===== src/rtl/headset_jack_detect_controller_unit_defines.svh =====
// Assertion macros for the headset jack detect controller.
// Included by the RTL files that carry concurrent assertions; no other dependencies.
`ifndef HEADSET_JACK_DETECT_CONTROLLER_UNIT_DEFINES_SVH
`define HEADSET_JACK_DETECT_CONTROLLER_UNIT_DEFINES_SVH

`ifndef SYNTHESIS
// checked only out of reset
`define HJDC_ASSERT(lbl, clk_i, rstn_i, prop) \
  lbl: assert property (@(posedge clk_i) disable iff (!rstn_i) prop) \
    else $error("hjdc assertion failed");
// checked at every edge, reset included
`define HJDC_ASSERT_ALWAYS(lbl, clk_i, prop) \
  lbl: assert property (@(posedge clk_i) prop) \
    else $error("hjdc assertion failed");
`else
`define HJDC_ASSERT(lbl, clk_i, rstn_i, prop)
`define HJDC_ASSERT_ALWAYS(lbl, clk_i, prop)
`endif

`endif


===== src/rtl/hjdc_pkg.sv =====
// Shared types and constants for the headset jack detect controller.
// No dependencies.
`default_nettype none
package hjdc_pkg;

  localparam int unsigned DELAY_BITS = 12;
  localparam int unsigned NTMR       = 5;

  // timer slots, also the expiry priority order after remove
  localparam logic [2:0] TMR_INS = 3'd0;
  localparam logic [2:0] TMR_REM = 3'd1;
  localparam logic [2:0] TMR_PRS = 3'd2;
  localparam logic [2:0] TMR_REL = 3'd3;
  localparam logic [2:0] TMR_BEN = 3'd4;

  // configuration register indexes
  localparam logic [2:0] CFG_INSERT_DLY = 3'd0;
  localparam logic [2:0] CFG_REMOVE_DLY = 3'd1;
  localparam logic [2:0] CFG_PRESS_DLY  = 3'd2;
  localparam logic [2:0] CFG_RELEASE_DLY = 3'd3;
  localparam logic [2:0] CFG_RETRY_INT  = 3'd4;
  localparam logic [2:0] CFG_BTN_EN_DLY = 3'd5;
  localparam logic [2:0] CFG_RETRY_LIM  = 3'd6;

  // item op codes
  localparam logic OP_IRQ  = 1'b0;
  localparam logic OP_TICK = 1'b1;

  // jack codes
  localparam logic [1:0] JACK_NONE    = 2'd0;
  localparam logic [1:0] JACK_HP      = 2'd1;
  localparam logic [1:0] JACK_HS      = 2'd2;
  localparam logic [1:0] JACK_HS_BTN  = 2'd3;

  // reset values of the configuration registers
  localparam logic [DELAY_BITS-1:0] RST_INSERT_DLY  = DELAY_BITS'(500);
  localparam logic [DELAY_BITS-1:0] RST_REMOVE_DLY  = DELAY_BITS'(500);
  localparam logic [DELAY_BITS-1:0] RST_PRESS_DLY   = DELAY_BITS'(50);
  localparam logic [DELAY_BITS-1:0] RST_RELEASE_DLY = DELAY_BITS'(50);
  localparam logic [DELAY_BITS-1:0] RST_RETRY_INT   = DELAY_BITS'(100);
  localparam logic [DELAY_BITS-1:0] RST_BTN_EN_DLY  = DELAY_BITS'(1500);
  localparam logic [3:0]            RST_RETRY_LIM   = 4'd6;

  typedef struct packed {
    logic       op;
    logic [1:0] jack_sense;
    logic       button_sense;
  } in_item_t;

  typedef struct packed {
    logic [1:0] jack_status;
    logic       report_strobe;
    logic       mic_bias_on;
    logic       button_intr_enable;
  } out_item_t;

endpackage
`default_nettype wire


===== src/rtl/headset_jack_detect_controller_unit.sv =====
// Headset jack detect controller, top level.
// Depends on hjdc_pkg and headset_jack_detect_controller_unit_defines.svh.
//
// Usage:
//  - in_valid/in_ready/in_data carry one beat per detect interrupt (op 0) or
//    per one-millisecond tick (op 1), with the sampled jack and button sense.
//  - out_valid/out_ready/out_data return exactly one beat per input beat:
//    reported jack status, report strobe, mic bias and button irq enable.
//  - cfg_valid/cfg_ready/cfg_index/cfg_data write the seven delay and retry
//    registers; cfg_ready is always high. Write only while the block is idle.
// Result: registered, visible in the cycle after its input beat is taken.
// Throughput: one beat per cycle while out_ready is high. All timer,
// handler and state updates for a beat resolve in one combinational pass
// from the state registers into the state and output registers.
// Stall: in_ready is high when the output register is empty or is being
// drained this cycle; with out_ready low and a result held, input stalls.
// Reset (rst_n low, synchronous): nothing reported, no timer pending, bias
// and button irq off, retries six, registers back to their defaults, output
// register empty.
`default_nettype none
`include "headset_jack_detect_controller_unit_defines.svh"
module headset_jack_detect_controller_unit (
  input  wire logic               clk,
  input  wire logic               rst_n,
  input  wire logic               in_valid,
  output logic                    in_ready,
  input  wire hjdc_pkg::in_item_t in_data,
  output logic                    out_valid,
  input  wire logic               out_ready,
  output hjdc_pkg::out_item_t     out_data,
  input  wire logic               cfg_valid,
  output logic                    cfg_ready,
  input  wire logic [2:0]         cfg_index,
  input  wire logic [hjdc_pkg::DELAY_BITS-1:0] cfg_data
);

  localparam int unsigned DW = hjdc_pkg::DELAY_BITS;
  localparam int unsigned NT = hjdc_pkg::NTMR;

  // configuration
  logic [DW-1:0] ins_dly_r, rem_dly_r, prs_dly_r, rel_dly_r, rty_int_r, ben_dly_r;
  logic [3:0]    rty_lim_r;

  // block state
  logic [1:0]    state_r, state_nxt;
  logic          btn_ok_r, btn_ok_nxt;
  logic [3:0]    rty_r, rty_nxt;
  logic [DW-1:0] cnt_r [NT];
  logic [DW-1:0] cnt_nxt [NT];
  logic [NT-1:0] pend_r, pend_nxt;
  logic          bias_r, bias_nxt;
  logic          irq_r, irq_nxt;

  logic                out_valid_r;
  hjdc_pkg::out_item_t out_r, out_nxt;

  logic in_acc;

  assign cfg_ready = 1'b1;
  assign in_ready  = !out_valid_r || out_ready;
  assign in_acc    = in_valid && in_ready;
  assign out_valid = out_valid_r;
  assign out_data  = out_r;

  always_comb begin
    logic [NT-1:0] fired;
    logic [1:0]    jt;
    logic [1:0]    js;
    logic          bs;
    logic          strobe;
    logic          hs;

    state_nxt  = state_r;
    btn_ok_nxt = btn_ok_r;
    rty_nxt    = rty_r;
    pend_nxt   = pend_r;
    bias_nxt   = bias_r;
    irq_nxt    = irq_r;
    for (int i = 0; i < NT; i++) begin
      cnt_nxt[i] = cnt_r[i];
    end
    fired  = '0;
    strobe = 1'b0;
    hs     = 1'b0;
    js     = in_data.jack_sense;
    bs     = in_data.button_sense;
    // sense code 3 counts as headphone
    jt = (js == hjdc_pkg::JACK_HS) ? hjdc_pkg::JACK_HS :
         ((js != hjdc_pkg::JACK_NONE) ? hjdc_pkg::JACK_HP : hjdc_pkg::JACK_NONE);

    if (in_data.op == hjdc_pkg::OP_IRQ) begin
      if (state_r == hjdc_pkg::JACK_NONE) begin
        rty_nxt = rty_lim_r;
        if (!pend_nxt[hjdc_pkg::TMR_INS]) begin
          pend_nxt[hjdc_pkg::TMR_INS] = 1'b1;
          cnt_nxt[hjdc_pkg::TMR_INS]  = ins_dly_r;
        end
      end else if (js == hjdc_pkg::JACK_NONE) begin
        btn_ok_nxt = 1'b0;
        if (!pend_nxt[hjdc_pkg::TMR_REM]) begin
          pend_nxt[hjdc_pkg::TMR_REM] = 1'b1;
          cnt_nxt[hjdc_pkg::TMR_REM]  = rem_dly_r;
        end
      end else if (state_r[1] && btn_ok_r) begin
        if (!pend_nxt[hjdc_pkg::TMR_PRS]) begin
          pend_nxt[hjdc_pkg::TMR_PRS] = 1'b1;
          cnt_nxt[hjdc_pkg::TMR_PRS]  = prs_dly_r;
        end
      end
      strobe = 1'b1;
    end else begin
      // count down; a count of 0 or 1 expires
      for (int i = 0; i < NT; i++) begin
        if (pend_r[i]) begin
          if (cnt_r[i][DW-1:1] == '0) begin
            cnt_nxt[i]  = '0;
            pend_nxt[i] = 1'b0;
            fired[i]    = 1'b1;
          end else begin
            cnt_nxt[i] = cnt_r[i] - DW'(1);
          end
        end
      end

      // remove runs first and cancels insert
      if (fired[hjdc_pkg::TMR_REM]) begin
        pend_nxt[hjdc_pkg::TMR_INS] = 1'b0;
        fired[hjdc_pkg::TMR_INS]    = 1'b0;
        if (state_nxt != hjdc_pkg::JACK_NONE) begin
          if (js == hjdc_pkg::JACK_NONE) begin
            btn_ok_nxt = 1'b0;
            pend_nxt[hjdc_pkg::TMR_BEN] = 1'b0;
            state_nxt  = hjdc_pkg::JACK_NONE;
            bias_nxt   = 1'b0;
            irq_nxt    = 1'b0;
          end else if (state_nxt[1] && !btn_ok_nxt) begin
            btn_ok_nxt = 1'b1;
          end
        end
        strobe = 1'b1;
      end

      if (fired[hjdc_pkg::TMR_INS]) begin
        if (jt != hjdc_pkg::JACK_NONE) begin
          if (jt == hjdc_pkg::JACK_HS) begin
            btn_ok_nxt = 1'b1;
            bias_nxt   = 1'b1;
            if (!pend_nxt[hjdc_pkg::TMR_BEN]) begin
              pend_nxt[hjdc_pkg::TMR_BEN] = 1'b1;
              cnt_nxt[hjdc_pkg::TMR_BEN]  = ben_dly_r;
            end
          end else begin
            btn_ok_nxt = 1'b0;
            bias_nxt   = 1'b0;
          end
        end
        if (rty_nxt == 4'd0) begin
          state_nxt = jt;
          strobe    = 1'b1;
        end else if (jt == hjdc_pkg::JACK_HS) begin
          rty_nxt   = 4'd0;
          state_nxt = jt;
          strobe    = 1'b1;
        end else begin
          rty_nxt = rty_nxt - 4'd1;
          if (!pend_nxt[hjdc_pkg::TMR_INS]) begin
            pend_nxt[hjdc_pkg::TMR_INS] = 1'b1;
            cnt_nxt[hjdc_pkg::TMR_INS]  = rty_int_r;
          end
        end
      end

      hs = state_nxt[1];
      if (fired[hjdc_pkg::TMR_PRS]) begin
        if (hs && btn_ok_nxt && js != hjdc_pkg::JACK_NONE && bs) begin
          state_nxt = hjdc_pkg::JACK_HS_BTN;
          strobe    = 1'b1;
          if (!pend_nxt[hjdc_pkg::TMR_REL]) begin
            pend_nxt[hjdc_pkg::TMR_REL] = 1'b1;
            cnt_nxt[hjdc_pkg::TMR_REL]  = rel_dly_r;
          end
        end
      end

      hs = state_nxt[1];
      if (fired[hjdc_pkg::TMR_REL]) begin
        if (hs && btn_ok_nxt && js != hjdc_pkg::JACK_NONE) begin
          if (!bs) begin
            state_nxt = hjdc_pkg::JACK_HS;
            strobe    = 1'b1;
          end else if (!pend_nxt[hjdc_pkg::TMR_REL]) begin
            pend_nxt[hjdc_pkg::TMR_REL] = 1'b1;
            cnt_nxt[hjdc_pkg::TMR_REL]  = rel_dly_r;
          end
        end
      end

      if (fired[hjdc_pkg::TMR_BEN]) begin
        irq_nxt = btn_ok_nxt;
      end
    end

    out_nxt.jack_status        = state_nxt;
    out_nxt.report_strobe      = strobe;
    out_nxt.mic_bias_on        = bias_nxt;
    out_nxt.button_intr_enable = irq_nxt;
  end

  always_ff @(posedge clk) begin
    if (!rst_n) begin
      ins_dly_r <= hjdc_pkg::RST_INSERT_DLY;
      rem_dly_r <= hjdc_pkg::RST_REMOVE_DLY;
      prs_dly_r <= hjdc_pkg::RST_PRESS_DLY;
      rel_dly_r <= hjdc_pkg::RST_RELEASE_DLY;
      rty_int_r <= hjdc_pkg::RST_RETRY_INT;
      ben_dly_r <= hjdc_pkg::RST_BTN_EN_DLY;
      rty_lim_r <= hjdc_pkg::RST_RETRY_LIM;
    end else if (cfg_valid && cfg_ready) begin
      case (cfg_index)
        hjdc_pkg::CFG_INSERT_DLY:  ins_dly_r <= cfg_data;
        hjdc_pkg::CFG_REMOVE_DLY:  rem_dly_r <= cfg_data;
        hjdc_pkg::CFG_PRESS_DLY:   prs_dly_r <= cfg_data;
        hjdc_pkg::CFG_RELEASE_DLY: rel_dly_r <= cfg_data;
        hjdc_pkg::CFG_RETRY_INT:   rty_int_r <= cfg_data;
        hjdc_pkg::CFG_BTN_EN_DLY:  ben_dly_r <= cfg_data;
        hjdc_pkg::CFG_RETRY_LIM:   rty_lim_r <= cfg_data[3:0];
        default: ;
      endcase
    end
  end

  always_ff @(posedge clk) begin
    if (!rst_n) begin
      state_r     <= hjdc_pkg::JACK_NONE;
      btn_ok_r    <= 1'b0;
      rty_r       <= hjdc_pkg::RST_RETRY_LIM;
      pend_r      <= '0;
      bias_r      <= 1'b0;
      irq_r       <= 1'b0;
      out_valid_r <= 1'b0;
      for (int i = 0; i < NT; i++) begin
        cnt_r[i] <= '0;
      end
    end else begin
      if (in_acc) begin
        state_r  <= state_nxt;
        btn_ok_r <= btn_ok_nxt;
        rty_r    <= rty_nxt;
        pend_r   <= pend_nxt;
        bias_r   <= bias_nxt;
        irq_r    <= irq_nxt;
        for (int i = 0; i < NT; i++) begin
          cnt_r[i] <= cnt_nxt[i];
        end
        out_valid_r <= 1'b1;
      end else if (out_ready) begin
        out_valid_r <= 1'b0;
      end
    end
  end

  always_ff @(posedge clk) begin
    if (in_acc) begin
      out_r <= out_nxt;
    end
  end

  `HJDC_ASSERT_ALWAYS(a_reset_empties_out, clk, !rst_n |=> !out_valid_r)
  `HJDC_ASSERT(a_beat_gives_result, clk, rst_n, in_acc |=> out_valid_r)
  `HJDC_ASSERT(a_irq_always_reports, clk, rst_n, in_acc && in_data.op == hjdc_pkg::OP_IRQ |=> out_r.report_strobe)
  `HJDC_ASSERT(a_idle_holds_state, clk, rst_n, !in_acc |=> $stable(state_r) && $stable(pend_r) && $stable(rty_r))

endmodule
`default_nettype wire

===== config.mk =====
export PLATFORM = sky130hd
export DESIGN_NAME = headset_jack_detect_controller_unit
export DESIGN_NICKNAME = d
export VERILOG_FILES = /design/src/rtl/hjdc_pkg.sv /design/src/rtl/headset_jack_detect_controller_unit.sv
export VERILOG_INCLUDE_DIRS = /design/src /design/src/rtl
export SDC_FILE = /design/constraint.sdc
export NUM_CORES = 1
export LEC_CHECK = 0
export ABC_AREA = 1
export BUFFER_PORTS_ARGS = -buffer_cell sky130_fd_sc_hd__buf_2
export CAP_MARGIN = 10
export CORE_MARGIN = 1
export CORE_UTILIZATION = 55
export DETAILED_ROUTE_END_ITERATION = 10
export GPL_ROUTABILITY_DRIVEN = 0
export HOLD_SLACK_MARGIN = 0.05
export PLACE_DENSITY = 0.73
export REMOVE_ABC_BUFFERS = 1
export SYNTH_ARGS = -nofsm -noshare
export SYNTH_HDL_FRONTEND = slang
export SYNTH_SLANG_ARGS = --single-unit

===== constraint.sdc =====
create_clock -name clk -period 3.1 [get_ports clk]
set_input_delay 0.62 -clock clk [delete_from_list [all_inputs] [get_ports clk]]
set_output_delay 0.62 -clock clk [all_outputs]
set_load 0.02 [all_outputs]

==> Implementation_results.wiki, run 1 <==
{| class="wikitable"
! Metric !! Value
|-
| Arrival time at the worst endpoint || 2.66 ns
|-
| CP Data Required Time || 3.25 ns
|-
| Detail Route Antenna Nets || 0
|-
| Worst hold slack || 0.4514 ns
|-
| Setup Viol. Count Final || 0
|-
| Maximum fanout along the worst path || 24
|-
| Number of buffer and inverter stages on the critical path || 1
|-
| Finished Cell Area || 8876 sq um
|-
| Combined global-route utilization of all metal layers || 0.2769
|-
| Unrepaired setup endpoints after global routing || no
|-
| Number of buffers inserted during clock tree synthesis || 17
|-
| Core utilization of the finished layout || 0.6370
|-
| # rows || 43
|-
| Share of the clock period used by the worst path after layout || 0.8104
|-
| PwrDens || 559.0 nW/um^2
|-
| Most common cell after layout, fill and taps aside || nand2_1
|-
| Clock Skews || 0.005774 ns
|-
| Average instance area after synthesis || 7.770 sq um
|-
| Pre-Repair DR Iteration Count || 5
|-
| Worst path top cell family by delay || simple AND/OR/NAND/NOR gates
|-
| Initial antenna violation count || 0
|-
| Max frequency || 398.0 MHz
|-
| Actual transition at the worst max-transition pin || 0.7774 ns
|-
| Number of levels the H-tree was split into || 4
|-
| Status || finished clean
|-
| Number of pins exceeding their max-slew limit in the final report || 0
|-
| Total of flip-flops plus latches after synthesis || 156
|-
| Global-route wire length before repair || 30.81 mm
|-
| Synth warnings || 0
|-
| Starting utilization of the core area || 0.5677
|-
| Most instantiated flip-flop cell in the synthesis netlist || dfxtp_1
|-
| Kind of end point of the critical path || flip-flop
|-
| CP most frequent cell || nor2_1
|-
| Class of the worst hold path || flip-flop to flip-flop
|-
| Layout cell share with drive strength beyond 1 || 0.1018
|-
| Post-synth EDFFs || 65
|-
| Growth of design area from synthesis to finish || 12.21%
|-
| Cell Chain, Critical Path || inv_1 > nand2_2 > nor2_1 > nand4_1 > nor2_1 > or2_2 > nand2_1 > o21ai_0 > a21oi_1
|-
| Post-DP Area || 8283 sq um
|-
| Number of clock sinks || 156
|-
| Horizontal die dimension || 121.9 microns
|-
| Drt total wl || 19.27 mm
|-
| Fillers || 1254
|-
| Leading cell types in the layout, fill and taps excluded || 160 x nand2_1, 146 x nor2_1, 133 x inv_1
|-
| Clock-pin slew of the registers on the worst-case setup and hold paths || 0.06 ns
|-
| Die ar. || 14870 sq um
|-
| Final #Nets || 1078
|-
| Type of element launching the critical path || flip-flop
|-
| Post-cts resize count || 0
|-
| Core Area || 13930 sq um
|-
| Number of inserted diodes || 0
|-
| Remaining DRCs || 0
|-
| DP Wirelength || 13.27 mm
|-
| Via-per-instance ratio || 5.514
|-
| Maximum clock path buffer count || 2
|-
| Count of input and output buffers || 30
|-
| Library cell contributing the largest single delay on the critical path || edfxtp_1
|-
| Wire length per cell || 15.52 microns
|-
| Peak VDD IR || 0.4002 mV
|-
| Via count of the first global-routing pass || 6012
|-
| Remaining Overflow, GRT || 0
|-
| Vias post-DR || 6843
|-
| Synth cell types || 47
|-
| TritonCTS clock tree || yes
|-
| Proportion of synthesized flip-flops having asynchronous set or reset || 0
|-
| Maximum capacitance violations || 0
|-
| Tmin final || 2.512 ns
|-
| Number of ports placed on the die boundary || 32
|-
| Root cell of the clock tree || clkbuf_16
|-
| Cell area after synthesis || 7910 sq um
|-
| Violation count after the first detailed-routing iteration || 498
|-
| Vertical die dimension || 121.9 microns
|-
| Crit Path Category || flip-flop to flip-flop
|-
| Synthesized netlist cell count || 1018
|-
| Worst-case headroom to the max-slew limit || 0.4763
|-
| Pin count of the biggest net entering global routing || 83
|-
| Clk Latency, worst-skew pair || 0.42 ns
|-
| Count of final hold-check violations || 0
|-
| Final Power || 4.961 mW
|-
| Hold Buf Count CTS || 0
|-
| Leakage power of the design || 3.718 nW
|-
| Delay of the slowest critical-path stage || 0.42 ns
|-
| Postcts setup bufs || 0
|-
| Fraction of the yosys area taken by sequential cells || 0.4771
|}
-- registers in the layout (all words and copies together) (netlist names) --
register / cells
irq_r: 1
state_r: 2
rty_int_r: 12
bias_r: 1
pend_r: 5
btn_ok_r: 1
rel_dly_r: 12
cnt_r: 60
rty_r: 4
ins_dly_r: 12
prs_dly_r: 12
ben_dly_r: 12
out_data: 5
out_valid: 1
rty_lim_r: 4
rem_dly_r: 12
-- where the power goes --
group / switching [mW] / internal, mW
sequential: 0.0705 / 2.26
combinational: 0.369 / 0.180
clock: 0.785 / 1.29
total: 1.22 / 3.74
-- cell usage after synthesis (all sizes together) (16+ instances only) --
library cell / number / area (sq um)
nor2: 153 / 618.1
a21oi: 66 / 337.8
nand3: 67 / 357.8
edfxtp: 65 / 1952
o22ai: 21 / 131.4
o211ai: 17 / 127.6
nand2: 167 / 659.4
nor3: 18 / 90.09
xor2: 16 / 140.1
o21ai: 98 / 490.5
clkbuf: 33 / 123.9
dfxtp: 91 / 1822
inv: 135 / 506.7
-- layer usage --
| metal | part of all wire | global-route usage |
|---|---|---|
| met4 | 0.025 | 0.1142 |
| met5 | 0 | 0 |
| met1 | 0.45 | 0.3852 |
| met2 | 0.45 | 0.4266 |
| met3 | 0.077 | 0.04682 |
-- layout make-up --
type / instances / area, sq um / area share
clock inverter: 6 / 82.58 / 0.009304
inverter: 136 / 510.5 / 0.05751
multi-input combinational: 686 / 3466 / 0.3905
timing repair buffer: 51 / 307.8 / 0.03468
clock buffer: 26 / 510.5 / 0.05751
sequential: 156 / 3774 / 0.4251
tap: 180 / 225.2 / 0.02537
-- worst paths after layout --
check / start / cells past startpoint / to / slack (ns)
max: cnt_r[0][14]$_SDFFCE_PN0P_ / 9 / cnt_r[0][59]$_SDFFCE_PN0P_ / 0.59
max reg2reg: cnt_r[0][14]$_SDFFCE_PN0P_ / 9 / cnt_r[0][59]$_SDFFCE_PN0P_ / 0.59
min: ben_dly_r[3]$_SDFFE_PN1P_ / 2 / ben_dly_r[3]$_SDFFE_PN1P_ / 0.45
min reg2reg: ben_dly_r[3]$_SDFFE_PN1P_ / 2 / ben_dly_r[3]$_SDFFE_PN1P_ / 0.45
-- through the flow --
step | setup WS, ns | std cells | setup TNS, ns
2_1_floorplan | -0.3810 | 978 | -6.695
3_3_place_gp | 0.5895 | 1209 | 0
3_5_place_dp | 0.4883 | 1209 | 0
4_1_cts | 0.6024 | 1241 | 0
5_1_grt | 0.3329 | 1241 | 0
6_report | 0.5877 | 1241 | 0
-- tightest hold or removal path: stages, from the launching register on --
cell and delay [ns]:
dfxtp_1 0.32, nand2_1 0.05, nand3_1 0.05
-- cells by family (layout without fill, tap and decap cells) --
kind of cell,after synthesis,count (layout),share of synthesized area
xor gates and xnor gates,25,25,0.02768
and+or+nand+nor,424,424,0.2344
adders and majority gates,6,6,0.009490
other,1,1,0.0004741
DFF,156,156,0.4771
AOI/OAI and AO/OA,230,230,0.1642
buffers and inverters,176,219,0.08668
Power figures use the tool's default switching activity.
==> run 2, diff against run 1 <==
ABC_AREA = 0   (was 1)
PLACE_DENSITY = 0.76   (was 0.73)
clock period = 2.3 ns   (was 3.1 ns; I/O delays follow)
==> run 2 against run 1 <==
The flow now finishes with violations (setup timing). Combinational power is 72% higher. Sequential power is 33% higher. Clock skew grew 0.0023 ns. Clock power is 39% higher. Synthesized cell count decreased by 9.2%. Register-to-register slack worse by 1.0 ns. Worst setup slack lost 1.0 ns. Synthesized area shrank 2.2%. Critical path type unchanged. Critical endpoint is now out_data[3]$_DFFE_PP_.
==> Implementation_results.wiki, run 2 <==
{| class="wikitable"
! Metric !! Value
|-
| Kind of end point of the critical path || flip-flop
|-
| CP Data Required Time || 2.48 ns
|-
| Drt total wl || 23.36 mm
|-
| Vias post-DR || 7560
|-
| Proportion of netlist area held by the largest area contributor || 0.2522
|-
| PnR worst setup slack || -0.4320 ns
|-
| Via-per-instance ratio || 6.063
|-
| Via count of the first global-routing pass || 6965
|-
| Remaining Overflow, GRT || 0
|-
| DP Wirelength || 13.88 mm
|-
| Peak VDD IR || 0.5590 mV
|-
| Remaining DRCs || 0
|-
| Cell types occupying the most area after synthesis || edfxtp_1 25%, dfxtp_1 24%, nand2_1 11%
|-
| Clock Skews || 0.008122 ns
|-
| Post-DP Area || 8747 sq um
|-
| Clock-pin slew of the registers on the worst-case setup and hold paths || 0.06 ns
|-
| Average instance area after synthesis || 8.377 sq um
|-
| Proportion of synthesized flip-flops having asynchronous set or reset || 0
|-
| # rows || 42
|-
| Cell Chain, Critical Path || or4_4 > nor4_4 > buf_4 > buf_6 > buf_6 > o211ai_1 > a22oi_2 > buf_4 > a2bb2oi_4 > a21oi_2
|-
| Maximum capacitance violations || 0
|-
| Pin count of the biggest net entering global routing || 58
|-
| Class of the worst hold path || input pin to flip-flop
|-
| Arrival time at the worst endpoint || 2.92 ns
|-
| Setup Viol. Count Final || 48
|-
| Root cell of the clock tree || clkbuf_16
|-
| Max frequency || 366.0 MHz
|-
| Die ar. || 14550 sq um
|-
| Initial antenna violation count || 0
|-
| Core Area || 13510 sq um
|-
| Most instantiated flip-flop cell in the synthesis netlist || dfxtp_1
|-
| Last element of the critical path || out_data[3]$_DFFE_PP_
|-
| Failing checks || setup timing
|-
| Timing startpoint of the critical path || cnt_r[0][4]$_SDFFCE_PN0P_
|-
| Status || complete, but fails checks
|-
| Count of input and output buffers || 30
|-
| Worst-case headroom to the max-slew limit || 0.5358
|-
| Maximum fanout along the worst path || 4
|-
| Cell area after synthesis || 7740 sq um
|-
| Vertical die dimension || 120.6 microns
|-
| Number of buffers inserted during clock tree synthesis || 17
|-
| Total of flip-flops plus latches after synthesis || 156
|-
| Horizontal die dimension || 120.6 microns
|-
| Wire length per cell || 18.73 microns
|-
| Post-synth EDFFs || 65
|-
| Violation count after the first detailed-routing iteration || 860
|-
| TritonCTS clock tree || yes
|-
| Final #Nets || 1088
|-
| Number of levels the H-tree was split into || 4
|-
| Clk Latency, worst-skew pair || 0.43 ns
|-
| Growth of design area from synthesis to finish || 28.24%
|-
| Synth cell types || 59
|-
| Leading cell types in the layout, fill and taps excluded || 220 x nand2_1, 113 x buf_4, 91 x dfxtp_1
|-
| Combined global-route utilization of all metal layers || 0.3168
|-
| Worst reg2reg endpoint || out_data[3]$_DFFE_PP_
|-
| Type of element launching the critical path || flip-flop
|-
| Biggest area consumer among synthesized cells || edfxtp_1
|-
| Detail Route Antenna Nets || 0
|-
| Number of flip-flops in the largest register || 60
|-
| Library cell contributing the largest single delay on the critical path || or4_4
|-
| Starting utilization of the core area || 0.5731
|-
| Global-route wire length before repair || 35.35 mm
|-
| Maximum clock path buffer count || 2
|-
| Pre-Repair DR Iteration Count || 5
|-
| Number of inserted diodes || 0
|-
| PwrDens || 700.4 nW/um^2
|-
| Core utilization of the finished layout || 0.7349
|-
| Tmin final || 2.732 ns
|-
| Accumulated negative setup slack || -8.321 ns
|-
| Layout cell share with drive strength beyond 1 || 0.2372
|-
| Delay of the slowest critical-path stage || 0.57 ns
|-
| Origin of the critical flop-to-flop path || cnt_r[0][4]$_SDFFCE_PN0P_
|-
| Place WS || -0.5773 ns
|-
| Number of clock sinks || 156
|-
| Finished Cell Area || 9926 sq um
|-
| Leakage power of the design || 3.877 nW
|-
| Synthesized netlist cell count || 924
|-
| Synth warnings || 0
|-
| Cell types with the highest counts after synthesis || 222 x nand2_1, 91 x dfxtp_1, 83 x a21oi_1
|-
| Count leader, synth || nand2_1
|-
| Actual transition at the worst max-transition pin || 0.6962 ns
|-
| Fraction of the yosys area taken by sequential cells || 0.4876
|-
| Depth of the worst register-to-register path || 10
|-
| Final Power || 6.952 mW
|-
| Unrepaired setup endpoints after global routing || yes
|-
| Crit Path Category || flip-flop to flip-flop
|-
| Register name with the most flops || cnt_r
|-
| Count of final hold-check violations || 0
|-
| Share of the clock period used by the worst path after layout || 1.188
|-
| R2R Setup Slk || -0.43 ns
|-
| Hold Buf Count CTS || 0
|-
| Number of ports placed on the die boundary || 32
|-
| Most common cell after layout, fill and taps aside || nand2_1
|-
| Number of pins exceeding their max-slew limit in the final report || 0
|}
-- run 2: changes by cell type after synthesis, moves of 19 or more --
cell     before  now
o21ai_0      98   57
inv_1       133   21
o22ai_1      21    1
a21oi_1      64   83
nor2_1      147   69
nand2_1     160  222
-- run 2: how the worst min path moves through the flow --
| stage | start | end | slack, ns | cells after the start |
|---|---|---|---|---|
| after global routing | in_valid | out_valid$_SDFFE_PN0P_ | 0.29 | 3 |
| after CTS | in_valid | out_valid$_SDFFE_PN0P_ | 0.28 | 3 |
| after floorplan | rty_int_r[9]$_SDFFE_PN0P_ | rty_int_r[9]$_SDFFE_PN0P_ | 0.43 | 2 |
| after global placement | rel_dly_r[0]$_SDFFE_PN0P_ | rel_dly_r[0]$_SDFFE_PN0P_ | 0.44 | 2 |
| after detailed placement | rty_int_r[9]$_SDFFE_PN0P_ | rty_int_r[9]$_SDFFE_PN0P_ | 0.44 | 2 |
| final | in_valid | out_valid$_SDFFE_PN0P_ | 0.28 | 3 |
-- run 2: logic make-up after synthesis --
group                      share of synthesized area
other                                      0.0004845
AOI/OAI and AO/OA                             0.1476
adders and majority gates                   0.009699
xor gates and xnor gates                     0.04413
muxes                                        0.01180
and+or+nand+nor                               0.2632
buffers and inverters                        0.03556
DFF                                           0.4876
-- run 2: final cells by class --
class / count / area [sq um]
clock buffer: 19 / 442.9
fill: 942 / 3580
tap: 176 / 220.2
timing repair buffer: 164 / 1226
sequential: 156 / 3774
clock inverter: 13 / 166.4
multi-input combinational: 698 / 4018
inverter: 21 / 78.83
-- run 2: worst max-delay path, delay by kind of cell, from the launching register on --
family / cells / cell delay (ns)
AND/OR/NAND/NOR: 2 / 0.72
AO/OA/AOI/OAI: 4 / 0.74
flip-flops: 1 / 0.39
buffers and inverters: 4 / 0.62
-- run 2: power breakdown --
part           total [mW]  internal (mW)  leakage (nW)  switching (mW)
sequential           3.11           3.03          1.42          0.0834
clock                2.89           1.74         0.279            1.16
combinational       0.947          0.396          2.18           0.551
total                6.95           5.16          3.88            1.79
-- run 2: through the flow --
step           hold slack [ns]  instances
2_1_floorplan           0.4317        875
3_3_place_gp            0.4401       1192
3_5_place_dp            0.4448       1192
4_1_cts                 0.2779       1237
5_1_grt                 0.2918       1247
6_report                0.2842       1247
-- run 2: per-layer routing --
metal,vias up,part of all wire,track usage
met3,71,0.090,0.06179
met1,3578,0.40,0.4150
met5,-,0,0
li1,3503,-,-
met2,408,0.48,0.5259
met4,0,0.031,0.1042
-- run 2: repair_timing --
item                       4_1_cts  5_1_grt
setup buffers                   10        8
gates cloned                     4        1
setup endpoints to repair       52       53
pin swaps                       14       20
resized for setup               54       41
==> run 3, diff against run 2 <==
CTS_BUF_LIST = sky130_fd_sc_hd__clkbuf_16   (was default)
==> run 3 against run 2 <==
The flow still finishes with violations (setup timing). Clock power decreased by 2%. Non-clock buffer count unchanged. Via count unchanged. Register-to-register slack improved by 0.07 ns. Sequential power about the same. Critical path type unchanged. Critical path depth unchanged. Count of clock-buffer cells in the layout fell by 2. Routed wire length shrank 1.5%. Core utilization down 0.093 points. Worst setup slack gained 0.072 ns. Largest power group unchanged. Sequential cell count did not move. Fmax rose by 2.7%.
==> Implementation_results.wiki, run 3 (synthesis results as in run 2) <==
{| class="wikitable"
! Metric !! Value
|-
| Core utilization of the finished layout || 0.7340
|-
| Maximum capacitance violations || 0
|-
| Number of pins exceeding their max-slew limit in the final report || 0
|-
| Number of levels the H-tree was split into || 4
|-
| Register name with the most flops || cnt_r
|-
| Kind of end point of the critical path || flip-flop
|-
| PnR worst setup slack || -0.3598 ns
|-
| Post-DP Area || 8747 sq um
|-
| Core Area || 13510 sq um
|-
| Root cell of the clock tree || clkbuf_16
|-
| Leading cell types in the layout, fill and taps excluded || 220 x nand2_1, 115 x buf_4, 91 x dfxtp_1
|-
| Count of input and output buffers || 30
|-
| Class of the worst hold path || input pin to flip-flop
|-
| Remaining DRCs || 0
|-
| Horizontal die dimension || 120.6 microns
|-
| Final Power || 6.899 mW
|-
| Initial antenna violation count || 0
|-
| Tmin final || 2.660 ns
|-
| Maximum clock path buffer count || 2
|-
| Share of the clock period used by the worst path after layout || 1.156
|-
| Via-per-instance ratio || 6.063
|-
| Final #Nets || 1088
|-
| Via count of the first global-routing pass || 6959
|-
| Clock Skews || 0.006533 ns
|-
| Amount of wire on met2 after detailed routing || 11.20 mm
|-
| Crit Path Category || flip-flop to flip-flop
|-
| Highest signal layer in the routed design || met4
|-
| Most common cell after layout, fill and taps aside || nand2_1
|-
| Setup Viol. Count Final || 46
|-
| Max frequency || 376.0 MHz
|-
| Worst-case headroom to the max-slew limit || 0.5329
|-
| Fillers || 935
|-
| Placed Instances || 1192
|-
| Net switching power || 1.772 mW
|-
| Starting utilization of the core area || 0.5731
|-
| Worst hold slack || 0.2841 ns
|-
| Pin count of the biggest net entering global routing || 58
|-
| Internal Power || 5.126 mW
|-
| Maximum fanout along the worst path || 6
|-
| Number of clock sinks || 156
|-
| Vias post-DR || 7560
|-
| Type of element launching the critical path || flip-flop
|-
| Hold Buf Count CTS || 0
|-
| Growth of design area from synthesis to finish || 28.08%
|-
| Peak VDD IR || 0.5462 mV
|-
| Die ar. || 14550 sq um
|-
| DP Wirelength || 13.88 mm
|-
| Number of buffers inserted during clock tree synthesis || 17
|-
| Number of inserted diodes || 0
|-
| Detail Route Antenna Nets || 0
|-
| Clk Latency, worst-skew pair || 0.43 ns
|-
| Pre-Repair DR Iteration Count || 6
|-
| Layout Cells excl Fill || 1247
|-
| Count of final hold-check violations || 0
|-
| Global-route wire length before repair || 35.22 mm
|-
| Clock network fraction of total power || 0.412
|-
| CP Data Required Time || 2.49 ns
|-
| Number of flip-flops in the largest register || 60
|-
| Number of ports placed on the die boundary || 32
|-
| Actual transition at the worst max-transition pin || 0.7006 ns
|-
| Drt total wl || 23.02 mm
|-
| Unrepaired setup endpoints after global routing || yes
|-
| Leakage power of the design || 3.874 nW
|-
| Arrival time at the worst endpoint || 2.85 ns
|-
| Status || complete, but fails checks
|-
| Failing checks || setup timing
|-
| Switching part of the total power || 0.2569
|-
| Remaining Overflow, GRT || 0
|-
| Vertical die dimension || 120.6 microns
|-
| Clock-pin slew of the registers on the worst-case setup and hold paths || 0.06 ns
|-
| Portion of total power attributed to combinational logic || 0.137
|-
| PwrDens || 695.9 nW/um^2
|-
| Met3 wire length || 1.962 mm
|-
| Flop pwr share || 0.451
|-
| Violation count after the first detailed-routing iteration || 807
|-
| Wire length per cell || 18.46 microns
|-
| Finished Cell Area || 9913 sq um
|-
| R2R Setup Slk || -0.36 ns
|-
| Metal-1 WL || 9.242 mm
|-
| Combined global-route utilization of all metal layers || 0.3159
|-
| Layout cell share with drive strength beyond 1 || 0.2372
|-
| # rows || 42
|-
| TritonCTS clock tree || yes
|}
==> run 3: through the flow <==
step	setup TNS, ns	setup WS, ns
floorplan	-37.59	-0.8550
global placement	-12.23	-0.4770
detailed placement	-14.37	-0.5773
CTS	-4.434	-0.2736
global route	-13.45	-0.4828
finish	-8.032	-0.3598
==> run 3: cell type report <==
cell class	instances	area, sq um	share of cell area
multi-input combinational	698	4019	0.4054
sequential	156	3774	0.3807
timing repair buffer	164	1222	0.1233
clock buffer	17	425.4	0.04291
tap	176	220.2	0.02221
clock inverter	15	173.9	0.01754
inverter	21	78.83	0.007952
==> run 3: path summary, 6_finish.rpt <==
path                                   from                    endpoint  depth (start not counted)
hold reg to reg   rty_int_r[9]$_SDFFE_PN0P_   rty_int_r[9]$_SDFFE_PN0P_                          2
setup / recovery  cnt_r[0][5]$_SDFFCE_PN0P_  cnt_r[0][37]$_SDFFCE_PN0P_                         10
hold / removal                     in_valid      out_valid$_SDFFE_PN0P_                          3
setup reg to reg  cnt_r[0][5]$_SDFFCE_PN0P_  cnt_r[0][37]$_SDFFCE_PN0P_                         10
==> run 3: routing by layer <==
layer	up-vias	GRT usage
met4	0	0.1042
li1	3514	-
met5	-	0
met2	383	0.5251
met3	65	0.06179
met1	3598	0.4130
==> run 3: worst max-delay path, cell delays in order (launching register included) <==
cell and delay [ns]:
edfxtp_1 0.42, or4_4 0.58, nor4_4 0.14, buf_4 0.18
buf_6 0.13, nand3_2 0.07, a32oi_2 0.21, buf_4 0.23
or3_4 0.16, o221ai_1 0.10, and3_1 0.20
==> run 3: power by group through the flow <==
stage                     Clock (mW)  Sequential (mW)  Combinational [mW]
final                           2.84             3.11               0.945
after global routing            2.97             3.12                1.02
after CTS                       2.85             3.11               0.867
after detailed placement           0             3.16               0.814
after global placement             0             3.16               0.798
after floorplan                    0             3.18               0.395
==> run 3: repair_timing <==
action                     4_1_cts  5_1_grt
setup endpoints to repair       52       53
setup buffers                   10        8
gates resized for setup         53       40
gates cloned                     4        1
pin swaps                       14       21
